===== config.mk =====
export PLATFORM = sky130hd
export DESIGN_NAME = swm_cell
export DESIGN_NICKNAME = d
export VERILOG_FILES = /design/src/sv/sliding_window_maximum_core_macros.svh /design/src/sv/swm_pkg.sv /design/src/sv/swm_cell.sv
export SDC_FILE = /design/constraint.sdc
export NUM_CORES = 1
export LEC_CHECK = 0
export ABC_AREA = 1
export ABC_CLOCK_PERIOD_IN_PS = 3150
export BUFFER_PORTS_ARGS = -buffer_cell sky130_fd_sc_hd__buf_4
export CAP_MARGIN = 20
export CORE_MARGIN = 1
export CORE_UTILIZATION = 47
export DETAILED_ROUTE_END_ITERATION = 8
export PLACE_DENSITY = 0.89
export SETUP_SLACK_MARGIN = 0.3
export SLEW_MARGIN = 30
export SYNTH_ARGS = -nofsm -noshare
export SYNTH_HDL_FRONTEND = slang
export SYNTH_SLANG_ARGS = --single-unit

===== constraint.sdc =====
create_clock -name clk -period 3.15 [get_ports clk]
set_input_delay 0.315 -clock clk [delete_from_list [all_inputs] [get_ports clk]]
set_output_delay 0.315 -clock clk [all_outputs]
set_load 0.02 [all_outputs]

===== src/sv/sliding_window_maximum_core_macros.svh =====
// ---------------------------------------------------------------------------
// sliding window maximum assertion macros
// shared concurrent assertion forms, empty when SYNTH is set
// ---------------------------------------------------------------------------
`ifndef SLIDING_WINDOW_MAXIMUM_CORE_MACROS_SVH
`define SLIDING_WINDOW_MAXIMUM_CORE_MACROS_SVH

`ifndef SYNTH
// same-cycle implication
`define SWM_ASSERT_IMPL(label, clk, rst, ante, cons) \
  label: assert property (@(posedge clk) disable iff (rst) (ante) |-> (cons)) \
    else $error("assertion failed: same-cycle implication");
// next-cycle implication
`define SWM_ASSERT_NEXT(label, clk, rst, ante, cons) \
  label: assert property (@(posedge clk) disable iff (rst) (ante) |=> (cons)) \
    else $error("assertion failed: next-cycle implication");
`else
`define SWM_ASSERT_IMPL(label, clk, rst, ante, cons)
`define SWM_ASSERT_NEXT(label, clk, rst, ante, cons)
`endif

`endif


===== src/sv/swm_pkg.sv =====
// ---------------------------------------------------------------------------
// swm_pkg
// shared types and constants of the sliding window maximum core
// ---------------------------------------------------------------------------
`timescale 1ns / 1ps

package swm_pkg;

  // width and reset value of the window length register
  localparam int unsigned WIN_REG_W = 7;
  localparam logic [WIN_REG_W-1:0] WIN_RESET = 7'd5;

  // per-cycle command broadcast to every cell of the chain
  typedef struct packed {
    logic load;   // a sample transaction is taken this cycle
    logic shift;  // oldest candidate leaves the window, chain moves toward cell 0
    logic flush;  // restart: drop all candidates before the new sample
    logic clear;  // window length written: drop all candidates
  } cell_ctrl_t;

endpackage


===== src/sv/swm_cell.sv =====
// ---------------------------------------------------------------------------
// swm_cell
// one candidate slot of the monotonic list
// ---------------------------------------------------------------------------
`timescale 1ns / 1ps

module swm_cell #(
  parameter int unsigned SAMPLE_WIDTH = 32,
  parameter int unsigned POS_W        = 7
) (
  input  logic                    clk,
  input  logic                    rst,
  input  swm_pkg::cell_ctrl_t     ctrl,
  input  logic [SAMPLE_WIDTH-1:0] sample,
  input  logic [POS_W-1:0]        sample_pos,
  input  logic                    left_occ,    // slot to the left stays occupied
  input  logic                    right_keep,
  input  logic [SAMPLE_WIDTH-1:0] right_value,
  input  logic [POS_W-1:0]        right_pos,
  output logic                    keep,
  output logic                    occ,         // this slot holds an old candidate after update
  output logic                    valid,
  output logic [SAMPLE_WIDTH-1:0] value,
  output logic [POS_W-1:0]        pos,
  output logic [SAMPLE_WIDTH-1:0] value_next
);
  import swm_pkg::*;

  logic                    take_new;
  logic [SAMPLE_WIDTH-1:0] src_value;
  logic [POS_W-1:0]        src_pos;
  logic [POS_W-1:0]        pos_next;
  logic                    valid_next;

  // equal older candidates survive
  assign keep      = valid && !ctrl.flush && ($signed(value) >= $signed(sample));
  assign occ       = ctrl.shift ? right_keep : keep;
  assign src_value = ctrl.shift ? right_value : value;
  assign src_pos   = ctrl.shift ? right_pos : pos;
  assign take_new  = !occ && left_occ;

  assign value_next = take_new ? sample : src_value;
  assign pos_next   = take_new ? sample_pos : src_pos;
  assign valid_next = occ || take_new;

  always_ff @(posedge clk) begin
    if (rst || ctrl.clear) begin
      valid <= 1'b0;
    end else if (ctrl.load) begin
      valid <= valid_next;
    end
  end

  always_ff @(posedge clk) begin
    if (ctrl.load) begin
      value <= value_next;
      pos   <= pos_next;
    end
  end

endmodule

==> results.ini <==
[outcome]
status = finished with violations
violations = design-rule violations

[floorplanning]
rows = 29
die_area_um2 = 7050
die_h_um = 84.0
fp.dieW_um = 84.0
pin_count = 160
coreArea_um2 = 6420
start_util_pct = 49.2

[worst_setup_path]
cp_cell_sequence = ha_1, a21o_1, o21ai_1, nand2_1, a21oi_1, nand2_1, nand2_1, nand3_2, nand3_4, nand3_4, buf_12, nand2_1, nand2_1, buf_4
worstPathArrival_ns = 2.63
max_stage_delay_ns = 0.42
critPathSlowestCell = edfxtp_1
crit_top_cell = nand2_1
cp-start-kind = register
crit_buf_inv = 2
critical_path_required_ns = 2.83
critPathMaxFanout = 17
endpoint_kind = output pin
rrSetupSlack_ns = 0.23
crit_type = reg2out
cp_top_family = simple AND/OR/NAND/NOR gates

[global_route]
grt_pass1_wl_mm = 15.4
grt_busiest_layer = met2
grt-ovfl-total = 0
track_usage_pct = 26.9
met2_usage_pct = 48.9
gr-usage-met3_pct = 4.85
grt_max_degree = 42
grt_pass1_vias = 3317
use_met1_pct = 33.2
antenna_found_initial = 0

[power_and_ir_drop]
p_int_mw = 1.21
ir_drop_mv = 0.237
p_sw_uw = 627
power_frac_seq_pct = 36.8
clkPwrFrac_pct = 23.2
power.density_nw_per_um2 = 375
combPwrFrac_pct = 40.0
swShare_pct = 34.1
power_leakage_nw = 2.69

[yosys]
synthesis.area_um2 = 3160
synth_mux_area_share_pct = 0
synth-seq-cells = 40
netlist_instances = 433
synth_edf_count = 39
yosysSeqAreaShare_pct = 37.7
synth_fa_ha_area_share_pct = 12.7
synth_nets = 551
synth_compound_area_share_pct = 4.48
yosys-top-cells-count = 209 x nand2_1, 45 x inv_1, 41 x nand4_1
yosys_warnings = 0
synth_area_per_cell_um2 = 7.29
async_reset_ff_share_pct = 0
synth_top_area_share_pct = 37.1
synth_flop_cell = edfxtp_1
synth_top_family_by_area = simple AND/OR/NAND/NOR gates
ys_types = 23
synth_xor_area_share_pct = 0
yosysTopAreaCell = edfxtp_1
ys_top_cells_by_area = edfxtp_1 37%, nand2_1 25%, ha_1 13%, nand4_1 8.1%, inv_1 5.4%
yosys.area_share.simple_pct = 36.3
yosysMostFrequentCell = nand2_1

[clock_network]
htree_levels = 2
cts_root_buf = clkbuf_8
clkLatencyLatePin_ns = 0.29
hold_buffers = 0
cts_buffers = 5
clock-sinks = 40
cts.path.max_buffers = 2
tritoncts = built
path_clk_slew_ns = 0.09

[timing]
clock_skew_ns = 0.00770
fin_setup_tns_ns = 0
rsz0062_at_grt = yes
period_minus_slack_ns = 2.94
finalSetupViolations = 0
post-route-period-util_pct = 93.3
worst_slew_pin_slew_ns = 0.654
hold_viol = 0
final_max_slew_viol_count = 0
fmax_ghz = 0.340
slew_headroom_pct = 56.3
holdWs_ns = 0.279

[placed_design]
port_buffers = 159
dp_hpwl_mm = 6.90
place.gp.congestion = 0.803
placed_area_um2 = 4380

[finish]
design_area_um2 = 4890
insertedDiodeCount = 0
drive_above_1_share_pct = 37.6
syn_to_final_growth_pct = 55.0
num-nets-final = 713
utilization_pct = 76.2

[worst_hold_path]
min_path_type = in2reg

[detailed_routing]
ant_nets = 0
drc = 22
wl_mm = 10.1
post_drt_via_cell_ratio = 5.30
wire_per_inst_um = 15.1
drt_first_iter_violations = 173
first_pass_iters = 7
vias = 3569

[run]
maxCapViolations = 0

## power groups by stage
| stage | registers (mW) | clock network, mW | logic, mW |
|---|---|---|---|
| global placement | 0.686 | 0 | 0.622 |
| CTS | 0.676 | 0.435 | 0.650 |
| floorplan | 0.734 | 0 | 0.299 |
| global route | 0.682 | 0.462 | 0.793 |
| detailed placement | 0.688 | 0 | 0.638 |
| finish | 0.677 | 0.426 | 0.735 |
## worst reg2reg max path: cells and delay by family, from the launching register on
kind | cells | cell delay [ns]
AO/OA/AOI/OAI | 4 | 0.86
adder cells (fa/ha/maj) | 1 | 0.35
flip-flops | 1 | 0.42
buffers and inverters | 2 | 0.40
AND/OR/NAND/NOR | 6 | 0.55
## worst paths after layout
path,from,endpoint,depth (start not counted)
min,rst,valid,4
max,value[19],value_next[30],14
max reg2reg,value[19],pos[4],13
min reg2reg,valid,valid,4
## layout by cell type (no fill, tap or decap), types with 2 or more instances in the layout
master and instances:
nand2_1 181, buf_4 156, inv_1 45, nand4_1 41, edfxtp_1 39, ha_1 31
nand2_2 17, buf_6 17, a21oi_1 13, nand2_4 12, nor2_1 9, clkbuf_8 5
o21ai_0 3, a21o_1 2, a21oi_2 2, nand3_1 2, o21ai_1 2, o21a_1 2
nand3_4 2, clkbuf_16 2, buf_12 2
## final cells by class
cell class                      count  area (um2)
Fill cell                         495        1530
Clock buffer                        5        68.8
Tap cell                           77        96.3
Timing Repair Buffer              178        1470
Inverter                           45         169
Sequential cell                    40        1190
Clock inverter                      3        42.5
Multi-Input combinational cell    325        1860
## layer usage
metal | vias up | part of all wire, %
li1 | 1750 | -
met1 | 1646 | 40
met2 | 161 | 52
met3 | 12 | 6.6
met4 | 0 | 0.96
met5 | - | 0
## per-stage QoR
step           worst slack [ns]  power [mW]  cells
5_1_grt                  0.0347        1.94    673
4_1_cts                   0.259        1.76    661
2_1_floorplan             0.635        1.03    433
6_report                  0.210        1.84    673
3_3_place_gp              0.482        1.31    652
3_5_place_dp              0.422        1.33    652
## what timing repair did
item,in CTS,in global routing
cloned,0,2
gates resized for setup,7,63
setup endpoints to repair,33,40
setup buffers,1,10
## flip-flops by register name, summed over array words and instances, names as in the netlist
| register | count |
|---|---|
| value | 32 |
| pos | 7 |
| valid | 1 |
## kinds of logic after synthesis
family,after synthesis
AO/OA/AOI/OAI,25
adder cells (fa/ha/maj),32
buffers and inverters,68
flip-flops,40
AND/OR/NAND/NOR,268
No activity file was read; power rests on OpenSTA's default activity.
